**config.mk**
```make
export PLATFORM = sky130hd
export DESIGN_NAME = kruskal_minimum_spanning_tree
export DESIGN_NICKNAME = d
export VERILOG_FILES = /design/src/rtl/kmst_pkg.sv /design/src/rtl/kmst_ram.sv /design/src/rtl/kmst_fifo.sv /design/src/rtl/kmst_front.sv /design/src/rtl/kmst_back.sv /design/src/rtl/kruskal_minimum_spanning_tree.sv
export VERILOG_INCLUDE_DIRS = /design/src /design/src/rtl
export SDC_FILE = /design/constraint.sdc
export NUM_CORES = 2
export LEC_CHECK = 0
export BUFFER_PORTS_ARGS = -buffer_cell sky130_fd_sc_hd__clkbuf_2
export CAP_MARGIN = 20
export CORE_MARGIN = 4
export CORE_UTILIZATION = 60
export CTS_CLUSTER_DIAMETER = 30
export DETAILED_ROUTE_END_ITERATION = 7
export PLACE_DENSITY = 0.76
export SLEW_MARGIN = 10
export SYNTH_ARGS = -nofsm -noshare
export SYNTH_HDL_FRONTEND = slang
export SYNTH_SLANG_ARGS = --single-unit
```
**constraint.sdc**
```tcl
create_clock -name clk -period 5.8 [get_ports clk]
set_input_delay 1.74 -clock clk [delete_from_list [all_inputs] [get_ports clk]]
set_output_delay 1.74 -clock clk [all_outputs]
set_load 0.03 [all_outputs]
```
**src/rtl/kruskal_minimum_spanning_tree_defines.svh**
```systemverilog
// Assertion macros shared by the kruskal_minimum_spanning_tree RTL.
// Each macro expands to one labeled concurrent assertion clocked on clk, reset by arst_n.
`ifndef KRUSKAL_MINIMUM_SPANNING_TREE_DEFINES_SVH
`define KRUSKAL_MINIMUM_SPANNING_TREE_DEFINES_SVH

// Property holds at every edge outside reset.
`define KMST_ASSERT(lbl, prop, msg) \
	lbl: assert property (@(posedge clk) disable iff (!arst_n) (prop)) else $error(msg);

// Condition at one edge implies a condition at the next edge.
`define KMST_ASSERT_NEXT(lbl, cond, nxt, msg) \
	lbl: assert property (@(posedge clk) disable iff (!arst_n) (cond) |=> (nxt)) else $error(msg);

`endif

```
**src/rtl/kmst_pkg.sv**
```systemverilog
// Package for the Kruskal spanning tree block: edge and command types, back-end states.
// Used by every module of the block except kmst_ram; depends on nothing.
package kmst_pkg;

	localparam int VERTICES_DEF = 16;
	localparam int EDGES_DEF    = 64;
	localparam int VID_W        = 4;
	localparam int WT_W         = 16;
	localparam int VC_W         = 5;
	localparam int VC_RESET     = 16;
	localparam int VC_MAX       = 16;
	localparam int RANK_W       = 3;
	localparam int RANK_MAX     = 7;
	localparam int TAKEN_W      = 4;
	localparam int QUEUE_DEPTH  = 2;

	typedef struct packed {
		logic [VID_W-1:0]       src;
		logic [VID_W-1:0]       dst;
		logic signed [WT_W-1:0] wt;
	} edge_t;

	typedef struct packed {
		edge_t e;
		logic  store;
		logic  run;
		logic  ovf;
	} cmd_t;

	typedef enum logic [3:0] {
		ST_IDLE,
		ST_INS_RD,
		ST_INS_CMP,
		ST_CLR,
		ST_SCAN,
		ST_EDGE,
		ST_FIND_A,
		ST_FIND_B,
		ST_JOIN,
		ST_JOIN2,
		ST_FLUSH
	} state_t;

endpackage

```
**src/rtl/kmst_ram.sv**
```systemverilog
// Generic single-write, single-read RAM with registered read data.
// Standalone; used for the edge store and the union-find table.
module kmst_ram #(
	parameter int W = 8,
	parameter int D = 16
) (
	input  logic                                 clk,
	input  logic                                 we,
	input  logic [(D > 1 ? $clog2(D) : 1)-1:0]   waddr,
	input  logic [W-1:0]                         wdata,
	input  logic [(D > 1 ? $clog2(D) : 1)-1:0]   raddr,
	output logic [W-1:0]                         rdata
);
	logic [W-1:0] mem_q [D];

	always_ff @(posedge clk) begin
		if (we) begin
			mem_q[waddr] <= wdata;
		end
		rdata <= mem_q[raddr];
	end
endmodule

```
**src/rtl/kmst_fifo.sv**
```systemverilog
// Two-entry command queue between the front and back ends.
// Depends on kmst_pkg for the command type.
module kmst_fifo (
	input  logic          clk,
	input  logic          arst_n,
	input  logic          push,
	input  kmst_pkg::cmd_t push_data,
	output logic          full,
	input  logic          pop,
	output kmst_pkg::cmd_t head,
	output logic          empty
);
	kmst_pkg::cmd_t ent_q [kmst_pkg::QUEUE_DEPTH];
	logic       wr_q;
	logic       rd_q;
	logic [1:0] cnt_q;

	assign full  = (cnt_q == 2'(kmst_pkg::QUEUE_DEPTH));
	assign empty = (cnt_q == 2'd0);
	assign head  = ent_q[rd_q];

	always_ff @(posedge clk) begin
		if (push) begin
			ent_q[wr_q] <= push_data;
		end
	end

	always_ff @(posedge clk or negedge arst_n) begin
		if (!arst_n) begin
			wr_q  <= 1'b0;
			rd_q  <= 1'b0;
			cnt_q <= 2'd0;
		end else begin
			if (push) begin
				wr_q <= ~wr_q;
			end
			if (pop) begin
				rd_q <= ~rd_q;
			end
			cnt_q <= cnt_q + 2'(push) - 2'(pop);
		end
	end
endmodule

```
**src/rtl/kmst_front.sv**
```systemverilog
// Front end: accepts edge words, decides store or drop, queues commands for the back end.
// Depends on kmst_pkg.
module kmst_front #(
	parameter int EDGES = kmst_pkg::EDGES_DEF
) (
	input  logic                          clk,
	input  logic                          arst_n,
	input  logic                          in_valid,
	output logic                          in_ready,
	input  logic [kmst_pkg::VID_W-1:0]    edge_source,
	input  logic [kmst_pkg::VID_W-1:0]    edge_target,
	input  logic signed [kmst_pkg::WT_W-1:0] edge_weight,
	input  logic                          last_edge,
	input  logic                          q_full,
	output logic                          q_push,
	output kmst_pkg::cmd_t                q_data
);
	localparam int ECW = $clog2(EDGES + 1);

	logic [ECW-1:0] cnt_q;
	logic           ovf_q;
	logic           fits;
	logic           acc;

	assign fits     = (cnt_q < ECW'(EDGES));
	assign in_ready = !q_full;
	assign acc      = in_valid && in_ready;
	// dropped non-last words produce no command
	assign q_push   = acc && (fits || last_edge);

	always_comb begin
		q_data       = '0;
		q_data.e.src = edge_source;
		q_data.e.dst = edge_target;
		q_data.e.wt  = edge_weight;
		q_data.store = fits;
		q_data.run   = last_edge;
		q_data.ovf   = ovf_q || !fits;
	end

	always_ff @(posedge clk or negedge arst_n) begin
		if (!arst_n) begin
			cnt_q <= '0;
			ovf_q <= 1'b0;
		end else if (acc) begin
			if (last_edge) begin
				cnt_q <= '0;
				ovf_q <= 1'b0;
			end else if (fits) begin
				cnt_q <= cnt_q + ECW'(1);
			end else begin
				ovf_q <= 1'b1;
			end
		end
	end
endmodule

```
**src/rtl/kmst_back.sv**
```systemverilog
// Back end: sorted insertion into the edge store, union-find scan, result register.
// Depends on kmst_pkg, kmst_ram and the assertion macros header.
`include "kruskal_minimum_spanning_tree_defines.svh"

module kmst_back #(
	parameter int VERTICES = kmst_pkg::VERTICES_DEF,
	parameter int EDGES    = kmst_pkg::EDGES_DEF
) (
	input  logic                             clk,
	input  logic                             arst_n,
	input  logic [kmst_pkg::VC_W-1:0]        vertex_count,
	input  logic                             q_empty,
	input  kmst_pkg::cmd_t                   q_head,
	output logic                             q_pop,
	output logic                             out_valid,
	input  logic                             out_ready,
	output logic [kmst_pkg::VID_W-1:0]       tree_source,
	output logic [kmst_pkg::VID_W-1:0]       tree_target,
	output logic signed [kmst_pkg::WT_W-1:0] tree_weight,
	output logic                             is_empty,
	output logic                             overflowed,
	output logic                             last_result
);
	localparam int EAW  = (EDGES > 1) ? $clog2(EDGES) : 1;
	localparam int ECW  = $clog2(EDGES + 1);
	localparam int VAW  = $clog2(VERTICES);
	localparam int UFW  = VAW + kmst_pkg::RANK_W;
	localparam int ESW  = $bits(kmst_pkg::edge_t);
	localparam int VLIM = (VERTICES < kmst_pkg::VC_MAX) ? VERTICES : kmst_pkg::VC_MAX;

	kmst_pkg::state_t st_q, st_d;

	kmst_pkg::cmd_t cmd_q;
	logic [ECW-1:0] cnt_q;
	logic [EAW-1:0] j_q;
	logic [ECW-1:0] k_q;
	logic [VAW-1:0] v_q;
	logic [VAW-1:0] addr_q;
	logic [VAW-1:0] a_q, b_q;
	logic [kmst_pkg::RANK_W-1:0] ra_q, rb_q;
	logic [kmst_pkg::TAKEN_W-1:0] taken_q, need_q;
	kmst_pkg::edge_t e_q;
	kmst_pkg::edge_t pend_q;
	logic pend_v_q;
	logic out_valid_q;
	kmst_pkg::edge_t out_e_q;
	logic out_empty_q, out_ovf_q, out_last_q;

	// edge store ports
	logic           es_we;
	logic [EAW-1:0] es_waddr, es_raddr;
	kmst_pkg::edge_t es_wdata, es_rdata;
	logic [ESW-1:0] es_rbits;
	// union-find table ports: {parent, rank}
	logic           uf_we;
	logic [VAW-1:0] uf_waddr, uf_raddr;
	logic [UFW-1:0] uf_wdata, uf_rdata;
	logic [VAW-1:0] uf_par;
	logic [kmst_pkg::RANK_W-1:0] uf_rank;

	logic out_free;
	logic e_in_range;
	logic ins_shift;
	logic [kmst_pkg::VC_W-1:0] vc_clamp;
	logic rank_bump;

	assign es_rdata = kmst_pkg::edge_t'(es_rbits);
	assign uf_par   = uf_rdata[UFW-1:kmst_pkg::RANK_W];
	assign uf_rank  = uf_rdata[kmst_pkg::RANK_W-1:0];
	assign out_free = !out_valid_q || out_ready;
	assign e_in_range = (int'(es_rdata.src) < VERTICES) && (int'(es_rdata.dst) < VERTICES);
	assign ins_shift  = (es_rdata.wt > cmd_q.e.wt);
	assign rank_bump  = (ra_q == rb_q) && (ra_q != kmst_pkg::RANK_W'(kmst_pkg::RANK_MAX));

	always_comb begin
		if (vertex_count == '0) begin
			vc_clamp = kmst_pkg::VC_W'(1);
		end else if (int'(vertex_count) > VLIM) begin
			vc_clamp = kmst_pkg::VC_W'(VLIM);
		end else begin
			vc_clamp = vertex_count;
		end
	end

	kmst_ram #(.W(ESW), .D(EDGES)) u_edge_ram (
		.clk   (clk),
		.we    (es_we),
		.waddr (es_waddr),
		.wdata (es_wdata),
		.raddr (es_raddr),
		.rdata (es_rbits)
	);

	kmst_ram #(.W(UFW), .D(VERTICES)) u_uf_ram (
		.clk   (clk),
		.we    (uf_we),
		.waddr (uf_waddr),
		.wdata (uf_wdata),
		.raddr (uf_raddr),
		.rdata (uf_rdata)
	);

	// next state
	always_comb begin
		st_d = st_q;
		unique case (st_q)
			kmst_pkg::ST_IDLE: begin
				if (!q_empty) begin
					if (q_head.store) begin
						st_d = kmst_pkg::ST_INS_RD;
					end else if (q_head.run) begin
						st_d = kmst_pkg::ST_CLR;
					end
				end
			end
			kmst_pkg::ST_INS_RD: begin
				if (j_q == '0) begin
					st_d = cmd_q.run ? kmst_pkg::ST_CLR : kmst_pkg::ST_IDLE;
				end else begin
					st_d = kmst_pkg::ST_INS_CMP;
				end
			end
			kmst_pkg::ST_INS_CMP: begin
				if (ins_shift) begin
					st_d = kmst_pkg::ST_INS_RD;
				end else begin
					st_d = cmd_q.run ? kmst_pkg::ST_CLR : kmst_pkg::ST_IDLE;
				end
			end
			kmst_pkg::ST_CLR: begin
				if (v_q == VAW'(VERTICES - 1)) begin
					st_d = kmst_pkg::ST_SCAN;
				end
			end
			kmst_pkg::ST_SCAN: begin
				if (k_q == cnt_q || taken_q == need_q) begin
					st_d = kmst_pkg::ST_FLUSH;
				end else begin
					st_d = kmst_pkg::ST_EDGE;
				end
			end
			kmst_pkg::ST_EDGE: begin
				st_d = e_in_range ? kmst_pkg::ST_FIND_A : kmst_pkg::ST_SCAN;
			end
			kmst_pkg::ST_FIND_A: begin
				if (uf_par == addr_q) begin
					st_d = kmst_pkg::ST_FIND_B;
				end
			end
			kmst_pkg::ST_FIND_B: begin
				if (uf_par == addr_q) begin
					st_d = (addr_q == a_q) ? kmst_pkg::ST_SCAN : kmst_pkg::ST_JOIN;
				end
			end
			kmst_pkg::ST_JOIN: begin
				if (!pend_v_q || out_free) begin
					st_d = rank_bump ? kmst_pkg::ST_JOIN2 : kmst_pkg::ST_SCAN;
				end
			end
			kmst_pkg::ST_JOIN2: begin
				st_d = kmst_pkg::ST_SCAN;
			end
			kmst_pkg::ST_FLUSH: begin
				if (out_free) begin
					st_d = kmst_pkg::ST_IDLE;
				end
			end
			default: st_d = kmst_pkg::ST_IDLE;
		endcase
	end

	// memory controls
	always_comb begin
		q_pop    = 1'b0;
		es_we    = 1'b0;
		es_waddr = j_q;
		es_wdata = cmd_q.e;
		es_raddr = j_q - EAW'(1);
		uf_we    = 1'b0;
		uf_waddr = v_q;
		uf_wdata = {v_q, kmst_pkg::RANK_W'(0)};
		uf_raddr = addr_q;
		unique case (st_q)
			kmst_pkg::ST_IDLE: begin
				q_pop = !q_empty;
			end
			kmst_pkg::ST_INS_RD: begin
				es_we = (j_q == '0);
			end
			kmst_pkg::ST_INS_CMP: begin
				es_we    = 1'b1;
				es_wdata = ins_shift ? es_rdata : cmd_q.e;
			end
			kmst_pkg::ST_CLR: begin
				uf_we = 1'b1;
			end
			kmst_pkg::ST_SCAN: begin
				es_raddr = k_q[EAW-1:0];
			end
			kmst_pkg::ST_EDGE: begin
				uf_raddr = VAW'(es_rdata.src);
			end
			kmst_pkg::ST_FIND_A: begin
				uf_raddr = (uf_par == addr_q) ? VAW'(e_q.dst) : uf_par;
			end
			kmst_pkg::ST_FIND_B: begin
				uf_raddr = uf_par;
			end
			kmst_pkg::ST_JOIN: begin
				uf_we = !pend_v_q || out_free;
				if (ra_q < rb_q) begin
					uf_waddr = a_q;
					uf_wdata = {b_q, ra_q};
				end else begin
					uf_waddr = b_q;
					uf_wdata = {a_q, rb_q};
				end
			end
			kmst_pkg::ST_JOIN2: begin
				uf_we    = 1'b1;
				uf_waddr = a_q;
				uf_wdata = {a_q, ra_q + kmst_pkg::RANK_W'(1)};
			end
			kmst_pkg::ST_FLUSH: begin
			end
			default: begin
			end
		endcase
	end

	always_ff @(posedge clk or negedge arst_n) begin
		if (!arst_n) begin
			st_q        <= kmst_pkg::ST_IDLE;
			cnt_q       <= '0;
			k_q         <= '0;
			v_q         <= '0;
			taken_q     <= '0;
			pend_v_q    <= 1'b0;
			out_valid_q <= 1'b0;
		end else begin
			st_q <= st_d;
			if (out_valid_q && out_ready) begin
				out_valid_q <= 1'b0;
			end
			unique case (st_q)
				kmst_pkg::ST_INS_RD: begin
					if (j_q == '0) begin
						cnt_q <= cnt_q + ECW'(1);
					end
				end
				kmst_pkg::ST_INS_CMP: begin
					if (!ins_shift) begin
						cnt_q <= cnt_q + ECW'(1);
					end
				end
				kmst_pkg::ST_CLR: begin
					v_q <= v_q + VAW'(1);
				end
				kmst_pkg::ST_EDGE: begin
					if (!e_in_range) begin
						k_q <= k_q + ECW'(1);
					end
				end
				kmst_pkg::ST_FIND_B: begin
					if (uf_par == addr_q && addr_q == a_q) begin
						k_q <= k_q + ECW'(1);
					end
				end
				kmst_pkg::ST_JOIN: begin
					if (!pend_v_q || out_free) begin
						k_q      <= k_q + ECW'(1);
						taken_q  <= taken_q + kmst_pkg::TAKEN_W'(1);
						pend_v_q <= 1'b1;
						if (pend_v_q) begin
							out_valid_q <= 1'b1;
						end
					end
				end
				kmst_pkg::ST_FLUSH: begin
					if (out_free) begin
						out_valid_q <= 1'b1;
						pend_v_q    <= 1'b0;
						cnt_q       <= '0;
						k_q         <= '0;
						v_q         <= '0;
						taken_q     <= '0;
					end
				end
				default: begin
				end
			endcase
		end
	end

	// datapath registers, no reset
	always_ff @(posedge clk) begin
		unique case (st_q)
			kmst_pkg::ST_IDLE: begin
				cmd_q  <= q_head;
				j_q    <= cnt_q[EAW-1:0];
				need_q <= kmst_pkg::TAKEN_W'(vc_clamp - kmst_pkg::VC_W'(1));
			end
			kmst_pkg::ST_INS_CMP: begin
				if (ins_shift) begin
					j_q <= j_q - EAW'(1);
				end
			end
			kmst_pkg::ST_EDGE: begin
				e_q    <= es_rdata;
				addr_q <= VAW'(es_rdata.src);
			end
			kmst_pkg::ST_FIND_A: begin
				if (uf_par == addr_q) begin
					a_q    <= addr_q;
					ra_q   <= uf_rank;
					addr_q <= VAW'(e_q.dst);
				end else begin
					addr_q <= uf_par;
				end
			end
			kmst_pkg::ST_FIND_B: begin
				if (uf_par == addr_q) begin
					b_q  <= addr_q;
					rb_q <= uf_rank;
				end else begin
					addr_q <= uf_par;
				end
			end
			kmst_pkg::ST_JOIN: begin
				if (!pend_v_q || out_free) begin
					pend_q <= e_q;
					if (pend_v_q) begin
						out_e_q     <= pend_q;
						out_empty_q <= 1'b0;
						out_ovf_q   <= cmd_q.ovf;
						out_last_q  <= 1'b0;
					end
				end
			end
			kmst_pkg::ST_FLUSH: begin
				if (out_free) begin
					out_e_q     <= pend_v_q ? pend_q : '0;
					out_empty_q <= !pend_v_q;
					out_ovf_q   <= cmd_q.ovf;
					out_last_q  <= 1'b1;
				end
			end
			default: begin
			end
		endcase
	end

	assign out_valid   = out_valid_q;
	assign tree_source = out_e_q.src;
	assign tree_target = out_e_q.dst;
	assign tree_weight = out_e_q.wt;
	assign is_empty    = out_empty_q;
	assign overflowed  = out_ovf_q;
	assign last_result = out_last_q;

	`KMST_ASSERT(a_cnt_bound, int'(cnt_q) <= EDGES, "edge count beyond store depth")
	`KMST_ASSERT(a_taken_bound, (st_q == kmst_pkg::ST_IDLE) || (taken_q <= need_q), "too many tree edges")
	`KMST_ASSERT(a_idle_no_pend, (st_q != kmst_pkg::ST_IDLE) || !pend_v_q, "pending edge left after run")
	`KMST_ASSERT_NEXT(a_flush_emit, (st_q == kmst_pkg::ST_FLUSH) && out_free, out_valid_q && out_last_q, "run ended without final word")
endmodule

```
**src/rtl/kruskal_minimum_spanning_tree.sv**
```systemverilog
// Kruskal minimum spanning tree: edge words in, tree edge words out.
// Channels: in (edge_source, edge_target, edge_weight, last_edge) with in_valid/in_ready;
// out (tree_source, tree_target, tree_weight, is_empty, overflowed, last_result) with
// out_valid/out_ready; cfg_data (vertex_count) with cfg_valid/cfg_ready, always ready.
// Each edge word that fits is inserted into a weight-sorted store as it arrives; every
// stored edge that is heavier than the new one is moved up by one place (edge RAM read,
// then write). A two-entry queue lets the input side run ahead of the insertion.
// The word flagged last_edge starts the run: the union-find table is cleared, then each
// scanned edge has the roots of its two ends found by following parent links, and edges
// whose roots differ are joined by rank. Tree edges appear in ascending weight order; the
// final one carries last_result. A run with no tree edge gives one word with is_empty set.
// Edges beyond EDGES are dropped and flagged in overflowed for that graph.
// Reset clears all control state and sets vertex_count to 16; the edge store needs no
// clearing. When out_ready is low, the result register holds, and a join or the final flush that must emit waits.
module kruskal_minimum_spanning_tree #(
	parameter int VERTICES = kmst_pkg::VERTICES_DEF,
	parameter int EDGES    = kmst_pkg::EDGES_DEF
) (
	input  logic                             clk,
	input  logic                             arst_n,
	input  logic                             cfg_valid,
	output logic                             cfg_ready,
	input  logic [kmst_pkg::VC_W-1:0]        cfg_data,
	input  logic                             in_valid,
	output logic                             in_ready,
	input  logic [kmst_pkg::VID_W-1:0]       edge_source,
	input  logic [kmst_pkg::VID_W-1:0]       edge_target,
	input  logic signed [kmst_pkg::WT_W-1:0] edge_weight,
	input  logic                             last_edge,
	output logic                             out_valid,
	input  logic                             out_ready,
	output logic [kmst_pkg::VID_W-1:0]       tree_source,
	output logic [kmst_pkg::VID_W-1:0]       tree_target,
	output logic signed [kmst_pkg::WT_W-1:0] tree_weight,
	output logic                             is_empty,
	output logic                             overflowed,
	output logic                             last_result
);
	logic [kmst_pkg::VC_W-1:0] vertex_count_q;
	logic           q_full, q_empty, q_push, q_pop;
	kmst_pkg::cmd_t q_data, q_head;

	assign cfg_ready = 1'b1;

	always_ff @(posedge clk or negedge arst_n) begin
		if (!arst_n) begin
			vertex_count_q <= kmst_pkg::VC_W'(kmst_pkg::VC_RESET);
		end else if (cfg_valid) begin
			vertex_count_q <= cfg_data;
		end
	end

	kmst_front #(.EDGES(EDGES)) u_front (
		.clk         (clk),
		.arst_n      (arst_n),
		.in_valid    (in_valid),
		.in_ready    (in_ready),
		.edge_source (edge_source),
		.edge_target (edge_target),
		.edge_weight (edge_weight),
		.last_edge   (last_edge),
		.q_full      (q_full),
		.q_push      (q_push),
		.q_data      (q_data)
	);

	kmst_fifo u_fifo (
		.clk       (clk),
		.arst_n    (arst_n),
		.push      (q_push),
		.push_data (q_data),
		.full      (q_full),
		.pop       (q_pop),
		.head      (q_head),
		.empty     (q_empty)
	);

	kmst_back #(.VERTICES(VERTICES), .EDGES(EDGES)) u_back (
		.clk          (clk),
		.arst_n       (arst_n),
		.vertex_count (vertex_count_q),
		.q_empty      (q_empty),
		.q_head       (q_head),
		.q_pop        (q_pop),
		.out_valid    (out_valid),
		.out_ready    (out_ready),
		.tree_source  (tree_source),
		.tree_target  (tree_target),
		.tree_weight  (tree_weight),
		.is_empty     (is_empty),
		.overflowed   (overflowed),
		.last_result  (last_result)
	);
endmodule
```
== Yosys cells after proc, flatten, opt, wreduce, memory -nomap -nowiden ==
Memories as Yosys holds them, arrays and structs flattened. A register that Yosys moved wholly into a read port is not among the register bits.
Cells that the tools add are included.

* Add/sub/neg operators: 10
* Multiply operators: 0
* Divide/modulo/power cells: 0
* Magnitude comparators: 4
* Eq/ne operators: 32
* Shift-type cells: 0
* Multiplexer cells: 76
* Bitwise operators: 2
* Reduce and logical (&&, ||, !) cells: 40

{| class="wikitable"
|+ Operators with widths
! operator !! count
|-
| two-way mux 24 bit || 6
|-
| two-way mux 4 bit || 19
|-
| two-way mux 7 bit || 8
|-
| one-hot mux 24 bit (2 select lines) || 1
|-
| one-hot mux 4 bit (11 select lines) || 1
|-
| one-hot mux 7 bit (3 select lines) || 2
|-
| one-hot mux 4 bit (2 select lines) || 3
|-
| one-hot mux 4 bit (3 select lines) || 2
|-
| two-way mux 1 bit || 22
|-
| adder 7 x 1 -> 7 bit (second input constant) || 3
|-
| inequality test 2 x 1 -> 1 bit (second input constant) || 9
|-
| == test 4 x 3 -> 1 bit (second input constant) || 4
|-
| == test 4 bit (second input constant) || 4
|-
| > comparator 16 bit || 1
|-
| AND reduction 2 bit || 8
|-
| one-hot mux 1 bit (2 select lines) || 7
|-
| one-hot mux 7 bit (2 select lines) || 1
|-
| == test 4 bit || 3
|-
| two-way mux 6 bit || 2
|-
| one-hot mux 6 bit (2 select lines) || 1
|-
| AND reduction 4 bit || 3
|-
| nonzero test 3 bit || 3
|-
| adder 4 x 1 -> 4 bit (second input constant) || 2
|-
| == test 4 x 2 -> 1 bit (second input constant) || 2
|-
| 28 further kinds || 47
|}

* Flip-flop bits (word level): 174
* Latch bits: 0
* Memory bits (writable): 1,702
* ROM bits: 0
* Output and inout port bits: 30
* Memories kept: 3

{| class="wikitable"
|+ Memory list
! name !! depth !! bits a word !! rd ports !! clocked after Yosys merged registers in !! write ports !! line !! RTL
|-
| u_back.u_edge_ram.mem_q || 64 || 24 || 1 || 1 || 1 || kmst_ram.sv:14 || <nowiki>logic [W-1:0] mem_q [D];</nowiki>
|-
| u_back.u_uf_ram.mem_q || 16 || 7 || 1 || 1 || 1 || kmst_ram.sv:14 ||
|-
| u_fifo.ent_q || 2 || 27 || 1 || 0 || 1 || kmst_fifo.sv:13 || <nowiki>kmst_pkg::cmd_t ent_q [kmst_pkg::QUEUE_DEPTH];</nowiki>
|}

== Depth between registers and ports, before layout ==
* Word-level depth: 6
* Depth in mapped cells: 15

== Cells and area by module ==
Synthesis repeated with hierarchy kept, for this count alone.

* Cell total of the unflattened synthesis: 3,642
* Area, all modules: 74,756.7 µm²

{| class="wikitable"
|+ Modules (own cells, without submodules)
! module !! instances !! cells each !! area each (µm²) !! seq. area each (µm²)
|-
| kmst_ram (u_back.u_edge_ram) || 1 || 2,610 || 59,295.6 || 46,604.7
|-
| kmst_back || 1 || 640 || 7,831.3 || 4,574.4
|-
| kmst_ram (u_back.u_uf_ram) || 1 || 203 || 4,530.6 || 3,503.4
|-
| kmst_fifo || 1 || 99 || 2,244.7 || 1,721.7
|-
| kmst_front || 1 || 78 || 660.6 || 200.2
|-
| kruskal_minimum_spanning_tree || 1 || 12 || 193.9 || 126.4
|}

== Worst setup path after synthesis ==
Ideal clock, no wire load.

* Path type: reg-to-reg
* From: reg u_back.cmd_q[4] in the netlist's numbering
* To: mem u_back.u_edge_ram.mem_q[0][0] in the netlist's numbering, data pin
* Library setup time: 0.702 ns
* Arrival: 4.480 ns
* Data required time: 5.098 ns
* Path slack: 0.618 ns
* Cell stages (with the launch flop): 11
* Path buffers: 1
* Clock period less this slack: 5.182 ns
* Cell sequence: edfxtp_1 -> inv_1 -> ha_1 -> nor2b_1 -> o211ai_1 -> a2111o_1 -> o211ai_1 -> xnor2_1 -> nand3_1 -> clkbuf_1 -> o21ai_0

{| class="wikitable"
|+ RTL lines
! item !! line !! RTL
|-
| start: declaration || kmst_back.sv:33 || <nowiki>kmst_pkg::cmd_t cmd_q;</nowiki>
|-
| start signal: assignment || kmst_back.sv:299 || <nowiki>cmd_q <= q_head;</nowiki>
|-
| end: declaration || kmst_ram.sv:14 ||
|}

== Worst setup path in the final report ==
* From: reg u_back.st_q[3]
* To: reg u_back.u_edge_ram.rdata[23] (read register of u_back.u_edge_ram.mem_q)

* Longest elaborated chain between the ends: 2

{| class="wikitable"
|+ Ends and longest elaborated chain
! item !! line !! RTL
|-
| start: declaration || kmst_back.sv:31 || <nowiki>kmst_pkg::state_t st_q, st_d;</nowiki>
|-
| start signal: assignment || kmst_back.sv:233 || <nowiki>st_q <= kmst_pkg::ST_IDLE;</nowiki>
|-
| start signal: assignment || kmst_back.sv:241 || <nowiki>st_q <= st_d;</nowiki>
|-
| == test 4 x 3 -> 1 bit || kmst_back.sv:183 || <nowiki>unique case (st_q)</nowiki>
|-
| two-way mux 6 bit || kmst_back.sv:183 ||
|-
| end: declaration || kmst_ram.sv:12 || <nowiki>output logic [W-1:0] rdata</nowiki>
|}

Every way passes these cells.
A chain may end at the register's enable or synchronous reset.

==> metrics.md <==
| Metric | Value |
|---|---|
| Met3 track demand over resource | 0.0956 |
| #FFs+latches synth | around 1900 |
| Synth top cells by count | edfxtp_1 (1831), nand2_1 (775), mux2i_1 (252), a21oi_1 (242), nor2_1 (233) |
| FFs w/ async S/R, synth | 0.0236 |
| Post-Syn Nets | 4902 |
| Synth Instances | about 4800 |
| Min-delay worst type | reg -> reg |
| Die height | 360 µm |
| Nets | 5242 |
| P&R area growth vs syn | 19.5% |
| Core area | around 120000 µm² |
| DR vias | about 47000 |
| Critical path capture point type | register |
| Met2 Usage GRT | 0.473 |
| Die W | 360 µm |
| Residual DRC count | 3 |
| R2r startpoint | u_back.st_q[3] |
| Area of the multi-input gates | 16600 µm² |
| Register area share after synthesis | 0.761 |
| Setup Crit Path Kind | reg -> reg |
| Post-CTS Resized | 0 |
| Critical Path AT | 5.65 ns |
| Count leader, synth | edfxtp_1 |
| Hold Violations, Final | 0 |
| Fmax | 205 MHz |
| Clock Tree Root | clkbuf_16 |
| Overflow after GRT | 0 |
| Antenna-violating nets left | 0 |
| Post-Route WL | ~200 mm |
| Post-synth top area share | 0.738 |
| Yosys cell types | 73 |
| Routability cong. | about 0.90 |
| I/O Buffers | 63 |
| Busiest grt layer | met2 |
| DR pass1 iterations | 8 |
| Htree depth | 5 |
| CTS tree | built |
| RR Endpoint | u_back.u_edge_ram.rdata[23] |
| Minimum clock period | 4.87 ns |
| Required time of the critical path | 6.58 ns |
| Area contributors post-synth | edfxtp_1 (74%), nand2_1 (3.9%), mux2i_1 (3.4%) |
| Post-route setup TNS | 0 ns |
| Layout cells sized above 1 | 0.190 |
| Number of fill cells | between 6000 and 7000 |
| Post-synth EDFFs | 1831 |
| Yosys warns | 0 |
| WHS | around 0.42 ns |
| Crit path to | u_back.u_edge_ram.rdata[23] |
| Gr usage total | 0.308 |
| Unrepaired setup endpoints after global routing | no |
| Max cap viols | 0 |
| Dpl hpwl | 111 mm |
| Worst-Margin Slew | 1.16 ns |
| Pin count of the biggest net entering global routing | 120 |
| Non-Filler Instances | around 7000 |
| Failing checks | DRC |
| Grt met1 use | 0.403 |
| Placed Cells | 6466 |
| Crit path max fanout | 64 |
| FF+latch area | 56700 µm² |
| Max clock buf depth | 4 |
| Die Area | 130000 µm² |
| CP startpoint kind | register |
| CTS Buf Count | about 340 |
| Max-slew headroom | 0.223 |
| Yosys top cell by area | edfxtp_1 |
| Initial drt markers | 7020 |
| Reg2reg setup slack | about 0.93 ns |
| Starting Density | 0.603 |
| Post-CTS Hold Fix Bufs | 0 |
| Post-synthesis average cell area | 15.4 µm² |
| I/O pins | 65 |
| Skew-Pair Late Insertion Delay | approximately 0.9 ns |
| Top FF cell, synth | edfxtp_1 |
| Antenna violations before repair | 5 |
| Crit share post-route | 0.840 |
| Post-Syn Area | around 75000 µm² |
| Postcts setup bufs | 0 |
| CTS clock-pin slew for the worst setup and hold paths | roughly 0.050 ns |
| CTS Sinks | 1907 |
| Avg WL per Cell | 28.7 µm |
| First-pass GRT wire length | 298 mm |
| Vias in the first global route | around 47000 |
| R2r worst-path depth | 9 |
| Clock skew | slightly above 0.07 ns |
| Vias per cell | between 6 and 7 |
| Setup Viol. Count Final | 0 |
| FP Rows | ~130 |
| Slew Limit Fails | 0 |
| Critical Path Start | u_back.st_q[3] |
| Status | complete, but fails checks |
## worst min-delay path by stage
stage                    startpoint                end  slack [ns]  depth (start not counted)
floorplan           u_back.cmd_q[0]  u_back.overflowed        0.40                          0
global placement     u_back.e_q[21]  u_back.pend_q[21]        0.40                          0
detailed placement   u_back.e_q[13]  u_back.pend_q[13]        0.40                          0
CTS                  u_back.e_q[13]  u_back.pend_q[13]        0.42                          0
global route         u_back.e_q[20]  u_back.pend_q[20]        0.43                          0
finish               u_back.e_q[13]  u_back.pend_q[13]        0.42                          0
## cell usage in the layout (no fill, tap or decap), drive strengths merged, types with 5 or more instances in the layout
cell type and count:
mux2i 253, dfrtp 44, clkinv 110, or2 8
xor2 17, xnor2 23, a32oi 144, nand4 38
o221ai 25, dfxtp 31, buf 218, mux2 70
a22oi 25, clkbuf 460, nor3 39, edfxtp 1831
nor2b 34, bufinv 36, nand2 775, nand3 165
clkinvlp 30, a31oi 75, o21a 7, mux4 50
a221oi 75, o21ai 101, ha 31, inv 72
nand2b 17, nor3b 5, and3 10, o22ai 71
or3 11, nor2 233, a221o 8, a21oi 244
## critical path, cell delays in order (launching register included)
cell and delay, ns:
dfrtp_1 0.54, or4b_1 0.88, mux2_8 0.83, buf_4 0.55
mux2i_1 0.14, a221oi_1 0.30, a21oi_1 0.11, o21ai_0 0.84
nor2_1 0.37, o221ai_1 0.17
## sequential cells by signal, summed over array words and instances (netlist names), 16 cells and up
name,count
u_back.e_q,24
u_back.u_uf_ram.mem_q,112
u_back.tree_weight,16
u_back.u_edge_ram.rdata,24
u_back.cmd_q,26
u_back.pend_q,24
u_back.u_edge_ram.mem_q,1536
u_fifo.ent_q,54
## per-layer routing
layer | vias up | part of all wire | routed length, µm
met5 | - | 0 | 0
met4 | 0 | 0.051 | 10300
met3 | 603 | 0.14 | 27600
met2 | 3650 | 0.47 | 94500
met1 | 23300 | 0.35 | 70900
li1 | 19500 | - | -
## kinds of logic (layout without fill, tap and decap cells)
kind of cell / after synthesis / count (layout) / synth area share
compound gates: 805 / 805 / 0.0720
xor+xnor: 40 / 40 / 0.00470
fa+ha+maj: 31 / 31 / 0.00521
buf+inv: 324 / 926 / 0.0199
flops: 1907 / 1907 / 0.761
mux: 373 / 373 / 0.0598
other cells: 1 / 2 / 0.0000503
simple gates: 1355 / 1355 / 0.0770
## per-stage QoR
step	cell area (µm²)	utilization	setup WS, ns
floorplan	74500	-	0.618
global placement	77700	0.629	1.18
detailed placement	77700	0.630	1.19
CTS	89000	0.721	1.07
global route	89100	0.721	0.773
finish	89100	0.721	0.928
## final cells by class
| cell class | instances | share of cell area |
|---|---|---|
| tap | 1637 | 0.0230 |
| inverter | 38 | 0.00160 |
| multi-input combinational | 2605 | 0.187 |
| antenna | 1 | 0.0000281 |
| sequential | 1907 | 0.637 |
| clock inverter | 210 | 0.0254 |
| timing repair buffer | 281 | 0.0248 |
| clock buffer | 397 | 0.101 |
Power is left out: the tool's default activity adds up to more than one toggle a clock period on the data nets, which glitch-free logic cannot reach.
